**src/rtl/blr_pkg.sv**
```systemverilog
`timescale 1ns / 1ps
// Shared types and constants for the line rasterizer.
// No dependencies; every other file in rtl/ except blr_outq refers to this package.
package blr_pkg;

  localparam int COORD_BITS_DEFAULT = 10;
  localparam int CFG_W              = 11;
  localparam int INDEX_W            = 20;
  localparam int COLOR_W            = 8;
  localparam int APB_DATA_W         = 32;
  localparam int APB_ADDR_W         = 3;

  localparam logic [CFG_W-1:0]   FRAME_RESET = 11'd400;
  localparam logic [COLOR_W-1:0] COLOR_FULL  = 8'd255;
  localparam logic [COLOR_W-1:0] COLOR_HALF  = 8'd127;
  localparam logic [COLOR_W-1:0] COLOR_NONE  = 8'd0;

  typedef enum logic {
    OP_START   = 1'b0,
    OP_ADVANCE = 1'b1
  } op_t;

  typedef enum logic {
    REG_FRAME_WIDTH  = 1'b0,
    REG_FRAME_HEIGHT = 1'b1
  } reg_idx_t;

  typedef struct packed {
    logic [CFG_W-1:0] width;
    logic [CFG_W-1:0] height;
  } frame_cfg_t;

endpackage

```
**src/rtl/blr_ifs.sv**
```systemverilog
`timescale 1ns / 1ps
// Valid/ready channel interfaces: line command items in, pixel items out.
// Depends on blr_pkg for default widths.
interface blr_in_if #(
  parameter int COORD_BITS = blr_pkg::COORD_BITS_DEFAULT
);
  logic                  valid;
  logic                  ready;
  logic                  operation;
  logic [COORD_BITS-1:0] x_start;
  logic [COORD_BITS-1:0] y_start;
  logic [COORD_BITS-1:0] x_end;
  logic [COORD_BITS-1:0] y_end;
  logic                  follow_octant;

  modport source (output valid, operation, x_start, y_start, x_end, y_end, follow_octant,
                  input ready);
  modport sink   (input valid, operation, x_start, y_start, x_end, y_end, follow_octant,
                  output ready);
endinterface

interface blr_out_if #(
  parameter int COORD_BITS = blr_pkg::COORD_BITS_DEFAULT
);
  logic                          valid;
  logic                          ready;
  logic [COORD_BITS-1:0]         pixel_x;
  logic [COORD_BITS-1:0]         pixel_y;
  logic [blr_pkg::INDEX_W-1:0]   pixel_index;
  logic [blr_pkg::COLOR_W-1:0]   red;
  logic [blr_pkg::COLOR_W-1:0]   green;
  logic [blr_pkg::COLOR_W-1:0]   blue;
  logic                          last_pixel;
  logic                          out_of_frame;

  modport source (output valid, pixel_x, pixel_y, pixel_index, red, green, blue,
                  last_pixel, out_of_frame, input ready);
  modport sink   (input valid, pixel_x, pixel_y, pixel_index, red, green, blue,
                  last_pixel, out_of_frame, output ready);
endinterface

```
**src/rtl/bresenham_line_rasterizer_top.sv**
```systemverilog
`timescale 1ns / 1ps
// Bresenham line rasterizer top: APB frame registers, line core, output stage.
// Pixel items are registered in the output stage (result or skid register).
// Throughput: one item per cycle while the skid register is free; the single
//   add-compare error update in blr_core and the combinational index multiply set it.
// Reset: synchronous, active high; clears the active line and the output stage and
//   sets frame width and height to 400. No clearing pass.
module bresenham_line_rasterizer_top #(
  parameter int COORD_BITS = blr_pkg::COORD_BITS_DEFAULT
) (
  input  logic                              clk,
  input  logic                              rst,
  // configuration port
  input  logic                              psel,
  input  logic                              penable,
  input  logic                              pwrite,
  input  logic [blr_pkg::APB_ADDR_W-1:0]    paddr,
  input  logic [blr_pkg::APB_DATA_W-1:0]    pwdata,
  output logic [blr_pkg::APB_DATA_W-1:0]    prdata,
  output logic                              pready,
  // item channels
  blr_in_if.sink                            in_ch,
  blr_out_if.source                         out_ch
);
  import blr_pkg::*;

  localparam int RES_W = 2 * COORD_BITS + INDEX_W + 3 * COLOR_W + 2;

  frame_cfg_t cfg;
  reg_idx_t   reg_sel;
  logic       cfg_write;

  logic                  accept;
  logic                  res_push;
  logic [COORD_BITS-1:0] res_x, res_y;
  logic [INDEX_W-1:0]    res_index;
  logic [COLOR_W-1:0]    res_red, res_green, res_blue;
  logic                  res_last, res_outside;
  logic [RES_W-1:0]      q_data;

  // Register index is the word address; byte offset bits are ignored.
  assign reg_sel   = reg_idx_t'(paddr[2]);
  assign pready    = 1'b1;
  assign cfg_write = psel && penable && pwrite && pready;

  always_ff @(posedge clk) begin
    if (rst) begin
      cfg.width  <= FRAME_RESET;
      cfg.height <= FRAME_RESET;
    end else if (cfg_write) begin
      unique case (reg_sel)
        REG_FRAME_WIDTH:  cfg.width  <= pwdata[CFG_W-1:0];
        REG_FRAME_HEIGHT: cfg.height <= pwdata[CFG_W-1:0];
        default:          ;
      endcase
    end
  end

  always_comb begin
    unique case (reg_sel)
      REG_FRAME_WIDTH:  prdata = APB_DATA_W'(cfg.width);
      REG_FRAME_HEIGHT: prdata = APB_DATA_W'(cfg.height);
      default:          prdata = '0;
    endcase
  end

  // An item is taken whenever the skid register is free; start items and
  // advances with no active line are absorbed by the core and produce nothing.
  assign accept = in_ch.valid && in_ch.ready;

  blr_core #(
    .COORD_BITS (COORD_BITS)
  ) u_core (
    .clk           (clk),
    .rst           (rst),
    .accept        (accept),
    .operation     (in_ch.operation),
    .x_start       (in_ch.x_start),
    .y_start       (in_ch.y_start),
    .x_end         (in_ch.x_end),
    .y_end         (in_ch.y_end),
    .follow_octant (in_ch.follow_octant),
    .cfg           (cfg),
    .res_push      (res_push),
    .res_x         (res_x),
    .res_y         (res_y),
    .res_index     (res_index),
    .res_red       (res_red),
    .res_green     (res_green),
    .res_blue      (res_blue),
    .res_last      (res_last),
    .res_outside   (res_outside)
  );

  // Result register with a skid entry behind it, so a stalled sink does not
  // stop the item arriving in the same cycle.
  blr_outq #(
    .W (RES_W)
  ) u_outq (
    .clk       (clk),
    .rst       (rst),
    .push      (res_push),
    .push_data ({res_x, res_y, res_index, res_red, res_green, res_blue,
                 res_last, res_outside}),
    .in_ready  (in_ch.ready),
    .out_valid (out_ch.valid),
    .out_ready (out_ch.ready),
    .out_data  (q_data)
  );

  assign {out_ch.pixel_x, out_ch.pixel_y, out_ch.pixel_index, out_ch.red, out_ch.green,
          out_ch.blue, out_ch.last_pixel, out_ch.out_of_frame} = q_data;

endmodule

```
**src/rtl/blr_core.sv**
```systemverilog
`timescale 1ns / 1ps
// Line state registers and combinational pixel datapath (setup and step).
// Depends on blr_pkg.
module blr_core #(
  parameter int COORD_BITS = blr_pkg::COORD_BITS_DEFAULT
) (
  input  logic                         clk,
  input  logic                         rst,
  input  logic                         accept,
  input  logic                         operation,
  input  logic [COORD_BITS-1:0]        x_start,
  input  logic [COORD_BITS-1:0]        y_start,
  input  logic [COORD_BITS-1:0]        x_end,
  input  logic [COORD_BITS-1:0]        y_end,
  input  logic                         follow_octant,
  input  blr_pkg::frame_cfg_t          cfg,
  output logic                         res_push,
  output logic [COORD_BITS-1:0]        res_x,
  output logic [COORD_BITS-1:0]        res_y,
  output logic [blr_pkg::INDEX_W-1:0]  res_index,
  output logic [blr_pkg::COLOR_W-1:0]  res_red,
  output logic [blr_pkg::COLOR_W-1:0]  res_green,
  output logic [blr_pkg::COLOR_W-1:0]  res_blue,
  output logic                         res_last,
  output logic                         res_outside
);
  import blr_pkg::*;

  localparam int CB    = COORD_BITS;
  localparam int EW    = COORD_BITS + 3;
  localparam int CMP_W = (CB > CFG_W) ? CB : CFG_W;
  localparam int SUM_W = ((CB + CFG_W + 1) > INDEX_W) ? (CB + CFG_W + 1) : INDEX_W;

  logic                 line_active;
  logic [CB-1:0]        major_pos, major_stop, minor_pos, major_delta, minor_delta;
  logic signed [EW-1:0] decision_error;
  logic                 minor_down, is_steep, octant_mode;

  // setup path
  logic [CB:0]          diff_x, diff_y;
  logic [CB-1:0]        adx, ady;
  logic                 steep_n, swap_n;
  logic [CB-1:0]        a0, a1, b0, b1, ms, me, ns, ne, dx_n, dy_n;
  logic signed [EW-1:0] err_start;

  // step path
  logic                 upright, err_pos;
  logic [CB-1:0]        px, py, major_inc, minor_step;
  logic [SUM_W-1:0]     lin_index;
  logic signed [EW-1:0] err_next;

  always_comb begin
    diff_x = {1'b0, x_end} - {1'b0, x_start};
    diff_y = {1'b0, y_end} - {1'b0, y_start};
    adx    = diff_x[CB] ? CB'(-diff_x) : diff_x[CB-1:0];
    ady    = diff_y[CB] ? CB'(-diff_y) : diff_y[CB-1:0];
    steep_n = ady > adx;
    // exchange axes for steep lines
    a0 = steep_n ? y_start : x_start;
    b0 = steep_n ? x_start : y_start;
    a1 = steep_n ? y_end   : x_end;
    b1 = steep_n ? x_end   : y_end;
    // order endpoints so the major coordinate rises
    swap_n = a0 > a1;
    ms = swap_n ? a1 : a0;
    me = swap_n ? a0 : a1;
    ns = swap_n ? b1 : b0;
    ne = swap_n ? b0 : b1;
    dx_n = me - ms;
    dy_n = (ne >= ns) ? (ne - ns) : (ns - ne);
    err_start = $signed({2'b00, dy_n, 1'b0}) - $signed({3'b000, dx_n});
  end

  always_comb begin
    upright    = octant_mode & ~is_steep;
    px         = upright ? major_pos : minor_pos;
    py         = upright ? minor_pos : major_pos;
    major_inc  = major_pos + CB'(1);
    res_last   = major_inc == major_stop;
    res_outside = (CMP_W'(px) >= CMP_W'(cfg.width)) || (CMP_W'(py) >= CMP_W'(cfg.height));
    lin_index  = SUM_W'(py) * SUM_W'(cfg.width) + SUM_W'(px);
    res_index  = res_outside ? '0 : lin_index[INDEX_W-1:0];
    res_x      = px;
    res_y      = py;
    res_red    = COLOR_FULL;
    res_green  = upright ? COLOR_FULL : COLOR_NONE;
    res_blue   = upright ? COLOR_NONE : COLOR_HALF;
    err_pos    = decision_error > 0;
    minor_step = minor_down ? (minor_pos - CB'(1)) : (minor_pos + CB'(1));
    err_next   = decision_error + $signed({2'b00, minor_delta, 1'b0})
               - (err_pos ? $signed({2'b00, major_delta, 1'b0}) : EW'(0));
    res_push   = accept && (op_t'(operation) == OP_ADVANCE) && line_active;
  end

  always_ff @(posedge clk) begin
    if (rst) begin
      line_active <= 1'b0;
    end else if (accept && (op_t'(operation) == OP_START)) begin
      line_active <= dx_n != '0;
    end else if (res_push && res_last) begin
      line_active <= 1'b0;
    end
  end

  always_ff @(posedge clk) begin
    if (accept && (op_t'(operation) == OP_START)) begin
      is_steep       <= steep_n;
      major_pos      <= ms;
      major_stop     <= me;
      minor_pos      <= ns;
      minor_down     <= !(ns < ne);
      major_delta    <= dx_n;
      minor_delta    <= dy_n;
      decision_error <= err_start;
      octant_mode    <= follow_octant;
    end else if (res_push) begin
      major_pos      <= major_inc;
      decision_error <= err_next;
      if (err_pos) begin
        minor_pos <= minor_step;
      end
    end
  end

endmodule

```
**src/rtl/blr_outq.sv**
```systemverilog
`timescale 1ns / 1ps
// Two-entry output stage: result register plus skid register.
// No dependencies; generic in width.
module blr_outq #(
  parameter int W = 8
) (
  input  logic         clk,
  input  logic         rst,
  input  logic         push,
  input  logic [W-1:0] push_data,
  output logic         in_ready,
  output logic         out_valid,
  input  logic         out_ready,
  output logic [W-1:0] out_data
);
  logic         skid_valid;
  logic [W-1:0] skid_data;
  logic         pop;

  assign pop      = out_valid && out_ready;
  assign in_ready = !skid_valid;

  always_ff @(posedge clk) begin
    if (rst) begin
      out_valid  <= 1'b0;
      skid_valid <= 1'b0;
    end else if (skid_valid) begin
      if (pop) begin
        out_valid  <= 1'b1;
        skid_valid <= 1'b0;
      end
    end else if (push) begin
      if (!out_valid || pop) begin
        out_valid <= 1'b1;
      end else begin
        skid_valid <= 1'b1;
      end
    end else if (pop) begin
      out_valid <= 1'b0;
    end
  end

  always_ff @(posedge clk) begin
    if (skid_valid) begin
      if (pop) begin
        out_data <= skid_data;
      end
    end else if (push) begin
      if (!out_valid || pop) begin
        out_data <= push_data;
      end else begin
        skid_data <= push_data;
      end
    end
  end

endmodule

```
**src/flat_wrapper.sv**
```systemverilog
// flat-port wrapper written by rule: the top's interface ports become plain ports
module bresenham_line_rasterizer_top_flat import blr_pkg::*;
#(
  parameter int COORD_BITS = blr_pkg::COORD_BITS_DEFAULT
)
  (clk, rst, psel, penable, pwrite, paddr, pwdata, prdata, pready, in_ch_valid, in_ch_operation, in_ch_x_start, in_ch_y_start, in_ch_x_end, in_ch_y_end, in_ch_follow_octant, in_ch_ready, out_ch_valid, out_ch_pixel_x, out_ch_pixel_y, out_ch_pixel_index, out_ch_red, out_ch_green, out_ch_blue, out_ch_last_pixel, out_ch_out_of_frame, out_ch_ready);
  blr_in_if #(.COORD_BITS(COORD_BITS)) in_ch_i ();
  blr_out_if #(.COORD_BITS(COORD_BITS)) out_ch_i ();
  input  logic clk;
  input  logic rst;
  input  logic psel;
  input  logic penable;
  input  logic pwrite;
  input  logic [blr_pkg::APB_ADDR_W-1:0] paddr;
  input  logic [blr_pkg::APB_DATA_W-1:0] pwdata;
  output logic [blr_pkg::APB_DATA_W-1:0] prdata;
  output logic pready;
  input wire logic [$bits(in_ch_i.valid)-1:0] in_ch_valid;
  input wire logic [$bits(in_ch_i.operation)-1:0] in_ch_operation;
  input wire logic [$bits(in_ch_i.x_start)-1:0] in_ch_x_start;
  input wire logic [$bits(in_ch_i.y_start)-1:0] in_ch_y_start;
  input wire logic [$bits(in_ch_i.x_end)-1:0] in_ch_x_end;
  input wire logic [$bits(in_ch_i.y_end)-1:0] in_ch_y_end;
  input wire logic [$bits(in_ch_i.follow_octant)-1:0] in_ch_follow_octant;
  output wire logic [$bits(in_ch_i.ready)-1:0] in_ch_ready;
  output wire logic [$bits(out_ch_i.valid)-1:0] out_ch_valid;
  output wire logic [$bits(out_ch_i.pixel_x)-1:0] out_ch_pixel_x;
  output wire logic [$bits(out_ch_i.pixel_y)-1:0] out_ch_pixel_y;
  output wire logic [$bits(out_ch_i.pixel_index)-1:0] out_ch_pixel_index;
  output wire logic [$bits(out_ch_i.red)-1:0] out_ch_red;
  output wire logic [$bits(out_ch_i.green)-1:0] out_ch_green;
  output wire logic [$bits(out_ch_i.blue)-1:0] out_ch_blue;
  output wire logic [$bits(out_ch_i.last_pixel)-1:0] out_ch_last_pixel;
  output wire logic [$bits(out_ch_i.out_of_frame)-1:0] out_ch_out_of_frame;
  input wire logic [$bits(out_ch_i.ready)-1:0] out_ch_ready;
  assign in_ch_i.valid = in_ch_valid;
  assign in_ch_i.operation = in_ch_operation;
  assign in_ch_i.x_start = in_ch_x_start;
  assign in_ch_i.y_start = in_ch_y_start;
  assign in_ch_i.x_end = in_ch_x_end;
  assign in_ch_i.y_end = in_ch_y_end;
  assign in_ch_i.follow_octant = in_ch_follow_octant;
  assign in_ch_ready = in_ch_i.ready;
  assign out_ch_valid = out_ch_i.valid;
  assign out_ch_pixel_x = out_ch_i.pixel_x;
  assign out_ch_pixel_y = out_ch_i.pixel_y;
  assign out_ch_pixel_index = out_ch_i.pixel_index;
  assign out_ch_red = out_ch_i.red;
  assign out_ch_green = out_ch_i.green;
  assign out_ch_blue = out_ch_i.blue;
  assign out_ch_last_pixel = out_ch_i.last_pixel;
  assign out_ch_out_of_frame = out_ch_i.out_of_frame;
  assign out_ch_i.ready = out_ch_ready;
  bresenham_line_rasterizer_top #(.COORD_BITS(COORD_BITS)) u_core (.clk(clk), .rst(rst), .psel(psel), .penable(penable), .pwrite(pwrite), .paddr(paddr), .pwdata(pwdata), .prdata(prdata), .pready(pready), .in_ch(in_ch_i), .out_ch(out_ch_i));
endmodule
```
**config.mk**
```make
export PLATFORM = sky130hd
export DESIGN_NAME = bresenham_line_rasterizer_top_flat
export DESIGN_NICKNAME = d
export VERILOG_FILES = /design/src/rtl/blr_pkg.sv /design/src/rtl/blr_ifs.sv /design/src/rtl/bresenham_line_rasterizer_top.sv /design/src/rtl/blr_core.sv /design/src/rtl/blr_outq.sv /design/src/flat_wrapper.sv
export SDC_FILE = /design/constraint.sdc
export NUM_CORES = 1
export LEC_CHECK = 0
export ABC_CLOCK_PERIOD_IN_PS = 37400
export BUFFER_PORTS_ARGS = -buffer_cell sky130_fd_sc_hd__buf_4
export CAP_MARGIN = 30
export CORE_ASPECT_RATIO = 0.75
export CORE_MARGIN = 2
export CORE_UTILIZATION = 60
export DETAILED_ROUTE_END_ITERATION = 12
export GPL_TIMING_DRIVEN = 0
export HOLD_SLACK_MARGIN = 0.06
export PLACE_DENSITY = 0.81
export RECOVER_POWER = 25
export SETUP_SLACK_MARGIN = 0.5
export SLEW_MARGIN = 20
export SYNTH_ARGS = -nofsm -noshare
export SYNTH_HDL_FRONTEND = slang
export SYNTH_HIERARCHICAL = 1
export SYNTH_SLANG_ARGS = --single-unit
```
**constraint.sdc**
```tcl
create_clock -name clk -period 37.4 [get_ports clk]
set_input_delay 11.22 -clock clk [delete_from_list [all_inputs] [get_ports clk]]
set_output_delay 11.22 -clock clk [all_outputs]
set_load 0.02 [all_outputs]
```
# Word-level counts from Yosys, hierarchy flattened
# Cells that the tools add are included.
# op_classes
n_addsub	14
mul	1
n_lt_le_gt_ge	7
n_eq_ne	3
n_mux	41
n_bitwise	6
reduce_logical	26
# op_table
cell	count
$mux 66	4
$mux 10	19
$pmux 32 s2	1
$sub 10x10->10	3
$mux 13	2
$ge 10x11->1	2
$sub 10x10->11	2
$add 10x1->10 const B	2
$add 20x10->20	1
$gt 10x10->1	2
$mul 10x11->20	1
$mux 20	1
$neg 10->10	2
$add 13x12->13	1
$gt 13x1->1 const B	1
$sub 13x12->13	1
$reduce_bool 2->1	6
$sub 11x10->12	1
$mux 1	11
$mux 11	1
$eq 10x10->1	1
$ge 10x10->1	1
$lt 10x10->1	1
$reduce_bool 10->1	1
12 further kinds	30
# word_totals
ff_bits	215
wordCells	114

# Longest topological paths before layout
# Gate-level depths: netlist of the first run.
# logic_depth
depth_word	11
depth_mapped	63
mapped_depth_nobuf	59

# By module
# Netlist of the first run, hierarchy kept.
# modules_own_cells
module	instances	cells_each	area_each_um2
blr_core	1	1575	12929.9
blr_outq	1	219	5153.7
bresenham_line_rasterizer_top	1	124	1226.2

# Worst setup path before layout of the first run
# Ideal clock, no wire load.
# synth_path
kind	input to output
startpoint	input paddr[2] in the netlist's numbering
endpoint	output prdata[0] in the netlist's numbering
t_arrival_ns	11.758
slack_ns	14.422
cell_stages	2
path_cell_list	buf_4 -> mux2_2
# synth_between
elab_chain_cells	2
# synth_rtl
element	line_no	text
from (decl)	flat_wrapper.sv:14	input logic [blr_pkg::APB_ADDR_W-1:0] paddr;
$not 1->1	bresenham_line_rasterizer_top.sv:60	unique case (reg_sel)
$pmux 32 s2 *	bresenham_line_rasterizer_top.sv:60	
to (decl)	flat_wrapper.sv:16	output logic [blr_pkg::APB_DATA_W-1:0] prdata;
# Mark *: on every way between the ends. The rest lies on a longest branch, timed or not. The select of a mux whose other input is x is not followed.

# Final worst setup path of the first run
# layout_path
startpoint	input in_ch_y_end[0]
endpoint	register u_core.u_core.decision_error[10] (data pin)
# layout_between
elab_chain_cells	11
word_cells_on_any_way	20
classes_between	add/sub (6); order compare (3); mux (11)
# layout_rtl
element	line_no	text
from (decl)	flat_wrapper.sv:23	input wire logic [$bits(in_ch_i.y_end)-1:0] in_ch_y_end;
$sub 10x10->11	blr_core.sv:54	diff_y = {1'b0, y_end} - {1'b0, y_start};
$neg 10->10	blr_core.sv:56	ady = diff_y[CB] ? CB'(-diff_y) : diff_y[CB-1:0];
$mux 10	blr_core.sv:56	
$gt 10x10->1	blr_core.sv:57	steep_n = ady > adx;
$mux 10 (on tied branches)	blr_core.sv:59, blr_core.sv:61	
$gt 10x10->1	blr_core.sv:64	swap_n = a0 > a1;
$mux 10 (on tied branches)	blr_core.sv:67, blr_core.sv:68	
$sub 10x10->10 / $ge 10x10->1 (equally long branches)	blr_core.sv:70	dy_n = (ne >= ns) ? (ne - ns) : (ns - ne);
$mux 10 *	blr_core.sv:70	
net u_core.u_core.dy_n[1]	blr_core.sv:43	logic [CB-1:0] a0, a1, b0, b1, ms, me, ns, ne, dx_n, dy_n;
$sub 11x10->12 *	blr_core.sv:71	err_start = $signed({2'b00, dy_n, 1'b0}) - $signed({3'b000, dx_n});
$mux 13 *	blr_core.sv:106	if (accept && (op_t'(operation) == OP_START)) begin
to (signal assigned)	blr_core.sv:114	decision_error <= err_start;
to (signal assigned)	blr_core.sv:118	decision_error <= err_next;
to (decl)	blr_core.sv:36	logic signed [EW-1:0] decision_error;
# The timed path passes the listed nets; every way through them passes the cells marked *.
# A chain may end at the register's enable or synchronous reset.

==> flow_summary.yaml, run 1 <==
run_status:
  outcome: "completed"
clocking:
  cts_root_buf: "clkbuf_16"
  tritoncts: "built"
  numClockSinks: 223
  cts_buffers: 23
  clkTransAtPathRegs_ns: 0.06
  cts.repair.resized: 0
  clk_latency_ns: 0.54
  h-tree-depth: 1
  clockBufferDepth: 3
  postCtsSetupBuffers: 0
  cts_hold_buf: 0
setup_path:
  timing.rr.end: "u_core/u_outq/out_data[44]$_DFFE_PP_"
  crit_buf_inv: 8
  endpoint: "u_core/u_core/decision_error[10]$_DFFE_PP_"
  critPathArrivalTime_ns: 25.38
  rrSetupSlack_ns: 29.27
  cp-startpoint: "in_ch_y_end[0]"
  crit_family: "compound AO/OA/AOI/OAI gates"
  critPathLaunchType: "input port"
  max_stage_delay_ns: 0.52
  cp_max_fo: 10
  cp_common_cell: "a21o_1"
  critPathSlowestCell: "clkbuf_1"
  worstSetupEndpointType: "register"
  timing.rr.start: "u_core/u_core/octant_mode$_DFFE_PP_"
  critical_path_required_ns: 37.65
  critPathKind: "input port to register"
  r2r_cells: 29
  cp.depth: 59
timing:
  setup_tns_ns: 0
  finalHoldViolCount: 0
  slew_headroom_pct: 31.78
  fin_crit_sh_pct: 67.17
  maxSlewViolCount: 0
  worstMarginPinSlew_ns: 1.016
  timing.final.crit_period_ns: 25.12
  hold_ws_ns: 0.5032
  fin_worst_skew_ns: 0.009109
  max_freq_ghz: 0.03981
  rsz0062_at_grt: "false"
  setup_viol: 0
placed_design:
  hpwl_mm: 39.58
  portBuffers: 139
  gp_congestion: 1.009
route:
  finalWirelength_mm: 49.85
  routed_via_density: 5.807
  drt_iter0_markers: 1465
  vias: 14730
  antenna_left: 0
  first_pass_iters: 6
  route.detailed.drc: 0
  drt-wirelength-per-cell_um: 19.65
die:
  die_width_um: 211.2
  chipHeight_um: 159.4
  ios: 185
  rows: 56
  die_area_um2: 33650
  core_area_um2: 31460
  initial_core_util_pct: 61.38
cells_and_area:
  multiInputGateArea_um2: 11130
  drive_gt1_share_pct: 13.52
  fillers: 2422
  finalNetCount: 2461
  area_growth_pct: 11.77
  register_area_um2: 6446
synthesis:
  synth_seq_area_share_pct: 33.38
  yosysTopAreaCell: "edfxtp_1"
  synth_cell_types: 76
  synth_edf_count: 198
  yosysTopAreaCellShare_pct: 30.79
  avgSynthCellArea_um2: 10.07
  synth_seq_cells: 223
  syn_inst: 1918
  synth_flop_cell: "edfxtp_1"
  yosysWarnings: 6
  synth_area_um2: 19310
  yosys-top-cells-area: "edfxtp_1, ha_1, fa_1"
  synth_async_sr_flop_share_pct: 0
global_routing:
  overflow: 0
  antenna_found_initial: 0
  grt_pass1_wl_mm: 79.81
  grt_max_degree: 46
  grt_pass1_vias: 14870
  grt_usage_pct: 30.02
worst_hold_path:
  hold_path_class: "register to register"
run:
  maxCapViolCount: 0
-- metal layers --
metal	routed length (um)	track usage, %	vias to the layer above
met2	21330	45.23	619
met3	5036	7.811	52
met4	651	5.186	0
li1	-	-	6897
met5	0	0	-
met1	22830	44.22	7164
-- synth_stat cells, types with 10 or more instances --
| cell type | number |
|---|---|
| buf_4 | 48 |
| nor3_1 | 22 |
| edfxtp_1 | 198 |
| clkbuf_1 | 41 |
| a21oi_1 | 102 |
| dfxtp_1 | 25 |
| and2_1 | 33 |
| a211oi_1 | 10 |
| mux2_4 | 67 |
| o211ai_1 | 13 |
| o21bai_1 | 14 |
| a21o_1 | 26 |
| nand4_1 | 12 |
| ha_1 | 166 |
| nor2_1 | 112 |
| nand3_1 | 27 |
| xor2_1 | 44 |
| nor2b_1 | 22 |
| fa_1 | 96 |
| mux2_2 | 32 |
| o21a_1 | 12 |
| xnor2_1 | 62 |
| inv_1 | 252 |
| o21ai_0 | 84 |
| nand2_1 | 153 |
| nand2b_1 | 45 |
| mux2i_1 | 58 |
-- area by class of cell --
class                      count  area share, %
multi-input combinational   1354          51.55
sequential                   223          29.87
timing repair buffer         145          5.496
inverter                     254          4.417
buffer                       114          3.009
clock buffer                  32          2.904
tap                          406          2.354
clock inverter                 8         0.3942
antenna                        1        0.01159
-- stage by stage --
step / instances / utilization (%) / worst slack, ns / instance area [um2]
final: 2537 / 68.60 / 12.28 / 21580
after global routing: 2536 / 68.60 / 11.37 / 21580
after floorplan: 1945 / - / 14.42 / 19410
after CTS: 2536 / 69.43 / 12.73 / 21840
after global placement: 2490 / 66.63 / 12.36 / 20960
after detailed placement: 2496 / 67.17 / 12.24 / 21130
-- cell families after synthesis --
logic type,share of synthesized area (%)
buf+inv,8.488
mux,10.20
simple gates,11.56
other cells,0.07773
xor+xnor,4.808
fa+ha+maj,20.81
flops,33.38
compound gates,10.67
-- flip-flops by register name, summed over array words and instances, names as in the netlist --
name / count
u_core/u_outq/out_data: 66
u_core/u_outq/skid_data: 66
u_core/cfg: 22
u_core/u_core/decision_error: 13
u_core/u_core/major_delta: 10
u_core/u_core/major_pos: 10
u_core/u_core/major_stop: 10
u_core/u_core/minor_delta: 10
u_core/u_core/minor_pos: 10
u_core/u_core/is_steep: 1
u_core/u_core/line_active: 1
u_core/u_core/minor_down: 1
u_core/u_core/octant_mode: 1
u_core/u_outq/out_valid: 1
u_core/u_outq/skid_valid: 1
-- worst min path at each step --
| stage | from | end | cells past startpoint |
|---|---|---|---|
| 6_report | u_core/cfg[1]$_SDFFE_PP0P_ | u_core/cfg[1]$_SDFFE_PP0P_ | 2 |
| 2_1_floorplan | u_core/cfg[3]$_SDFFE_PP0P_ | u_core/cfg[3]$_SDFFE_PP0P_ | 2 |
| 3_3_place_gp | u_core/cfg[14]$_SDFFE_PP0P_ | u_core/cfg[14]$_SDFFE_PP0P_ | 2 |
| 4_1_cts | u_core/cfg[16]$_SDFFE_PP0P_ | u_core/cfg[16]$_SDFFE_PP0P_ | 2 |
| 5_1_grt | u_core/cfg[6]$_SDFFE_PP0P_ | u_core/cfg[6]$_SDFFE_PP0P_ | 2 |
| 3_5_place_dp | u_core/cfg[16]$_SDFFE_PP0P_ | u_core/cfg[16]$_SDFFE_PP0P_ | 2 |
-- worst min-delay path, cell delays in order (launching register included) --
cell and delay (ns):
dfxtp_1 0.32, nand2b_1 0.07, mux2i_1 0.06
-- cells in the final DEF, fill, tap and decap left out, drive strengths merged, types with 59 or more instances in the layout --
master	netlist	layout
nand2	154	154
fa	96	96
edfxtp	198	198
o21ai	92	92
mux2	99	99
inv	254	256
nor2	112	112
ha	166	166
xnor2	62	62
buf	73	199
a21oi	102	102
mux2i	59	59
clkbuf	41	92
Power of run 1 is left out: the tool's default activity adds up to more than one toggle a clock period on the data nets, which glitch-free logic cannot reach.
==> run 2, diff against run 1 <==
--- a/config.mk
+++ b/config.mk
@@ -5,7 +5,7 @@
 export SDC_FILE = /design/constraint.sdc
 export NUM_CORES = 1
 export LEC_CHECK = 0
-export ABC_CLOCK_PERIOD_IN_PS = 37400
+export ABC_CLOCK_PERIOD_IN_PS = 24500
 export BUFFER_PORTS_ARGS = -buffer_cell sky130_fd_sc_hd__buf_4
 export CAP_MARGIN = 30
 export CORE_ASPECT_RATIO = 0.75
==> constraint.sdc (replaced) <==
create_clock -name clk -period 24.5 [get_ports clk]
set_input_delay 7.35 -clock clk [delete_from_list [all_inputs] [get_ports clk]]
set_output_delay 7.35 -clock clk [all_outputs]
set_load 0.02 [all_outputs]
==> run 2 against run 1 <==
- final cell count barely moved
- die area did not move
- count of clock-buffer cells in the layout did not move
- via count rose by 0.48%
- critical path type unchanged
- worst setup slack got worse by 9.0 ns
- worst hold slack barely moved
==> flow_summary.yaml, run 2 (synthesis gave the netlist of run 1 again) <==
clocking:
  cts_buffers: 23
  cts.repair.resized: 0
  clockBufferDepth: 3
  cts_hold_buf: 0
  postCtsSetupBuffers: 0
  h-tree-depth: 1
  numClockSinks: 223
  tritoncts: "built"
  cts_root_buf: "clkbuf_16"
  clk_latency_ns: 0.54
  clkTransAtPathRegs_ns: 0.06
global_routing:
  overflow: 0
  antenna_found_initial: 0
  grt_usage_pct: 30.02
  grt_pass1_vias: 14870
  grt_max_degree: 46
  grt_pass1_wl_mm: 79.81
timing:
  setup_viol: 0
  worstMarginPinSlew_ns: 0.9522
  slew_headroom_pct: 36.03
  max_freq_ghz: 0.04711
  fin_crit_sh_pct: 86.65
  rsz0062_at_grt: "false"
  timing.final.crit_period_ns: 21.23
  maxSlewViolCount: 0
  finalHoldViolCount: 0
  fin_worst_skew_ns: 0.009073
  setup_tns_ns: 0
route:
  routed_via_density: 5.837
  route.detailed.drc: 0
  finalWirelength_mm: 49.97
  drt-wirelength-per-cell_um: 19.70
  first_pass_iters: 5
  antenna_left: 0
  drt_iter0_markers: 1521
  vias: 14800
die:
  die_area_um2: 33650
  chipHeight_um: 159.4
  initial_core_util_pct: 61.38
  ios: 185
  die_width_um: 211.2
  rows: 56
  core_area_um2: 31460
placed_design:
  gp_congestion: 1.009
  dpl_cell_area_um2: 21130
  portBuffers: 139
  hpwl_mm: 39.58
run:
  maxCapViolCount: 0
cells_and_area:
  finalNetCount: 2461
  multiInputGateArea_um2: 11150
  drive_gt1_share_pct: 13.71
  final_common_cell: "inv_1"
  final_cell_mix: "inv_1, edfxtp_1, buf_4"
  final_area_um2: 21600
  antennaDiodeCount: 0
  register_area_um2: 6446
  fillers: 2416
  reg_top3: "u_core/u_outq/out_data x66, u_core/u_outq/skid_data x66, u_core/cfg x22"
  area_growth_pct: 11.86
setup_path:
  max_stage_delay_ns: 0.53
  critPathKind: "input port to register"
  cp_max_fo: 10
  critical_path_required_ns: 24.76
  critPathArrivalTime_ns: 21.48
  worstSetupEndpointType: "register"
  cp_common_cell: "a21o_1"
  critPathSlowestCell: "mux2i_1"
  critPathLaunchType: "input port"
run_status:
  outcome: "completed"
worst_hold_path:
  hold_path_class: "register to register"
run 2: worst paths after layout:
path / from / end / slack, ns / cells past startpoint
worst max register to register: u_core/u_core/octant_mode$_DFFE_PP_ / u_core/u_outq/out_data[44]$_DFFE_PP_ / 16.33 / 29
worst min-delay path: u_core/cfg[1]$_SDFFE_PP0P_ / u_core/cfg[1]$_SDFFE_PP0P_ / 0.50 / 2
worst min register to register: u_core/cfg[1]$_SDFFE_PP0P_ / u_core/cfg[1]$_SDFFE_PP0P_ / 0.50 / 2
worst max-delay path: in_ch_y_end[0] / u_core/u_core/decision_error[10]$_DFFE_PP_ / 3.27 / 59
run 2: layer usage:
layer	vias up	track usage [%]	routed length [um]
li1	6894	-	-
met1	7213	44.22	22760
met2	641	45.23	21310
met3	54	7.811	5222
met4	0	5.186	682
met5	-	0	0
run 2: metrics by stage:
step | hold WS [ns] | std cells | worst slack [ns] | utilization, %
after global routing | 0.5278 | 2536 | 2.342 | 68.66
after CTS | 0.5017 | 2536 | 3.702 | 69.43
final | 0.5034 | 2536 | 3.272 | 68.66
after detailed placement | 0.4908 | 2496 | 3.214 | 67.17
after global placement | 0.4757 | 2490 | 3.332 | 66.63
after floorplan | 0.4582 | 1945 | 6.358 | -
run 2: final cells by class:
class	instances	share of cell area [%]
well taps	406	2.352
repair buffers	145	5.474
plain buffers	114	3.006
clock buffers	32	2.902
clock inverters	8	0.3939
multi-input cells	1354	51.61
inverters	254	4.414
flip-flops and latches	223	29.84
run 2: worst max-delay path: cells and delay by family:
family	cells	cell delay, ns
AOI/OAI and AO/OA	28	6.73
xor gates and xnor gates	2	0.35
adders and majority gates	6	1.94
buffers and inverters	8	2.66
muxes	1	0.53
and+or+nand+nor	14	1.88
Power of run 2 is left out for the same reason.
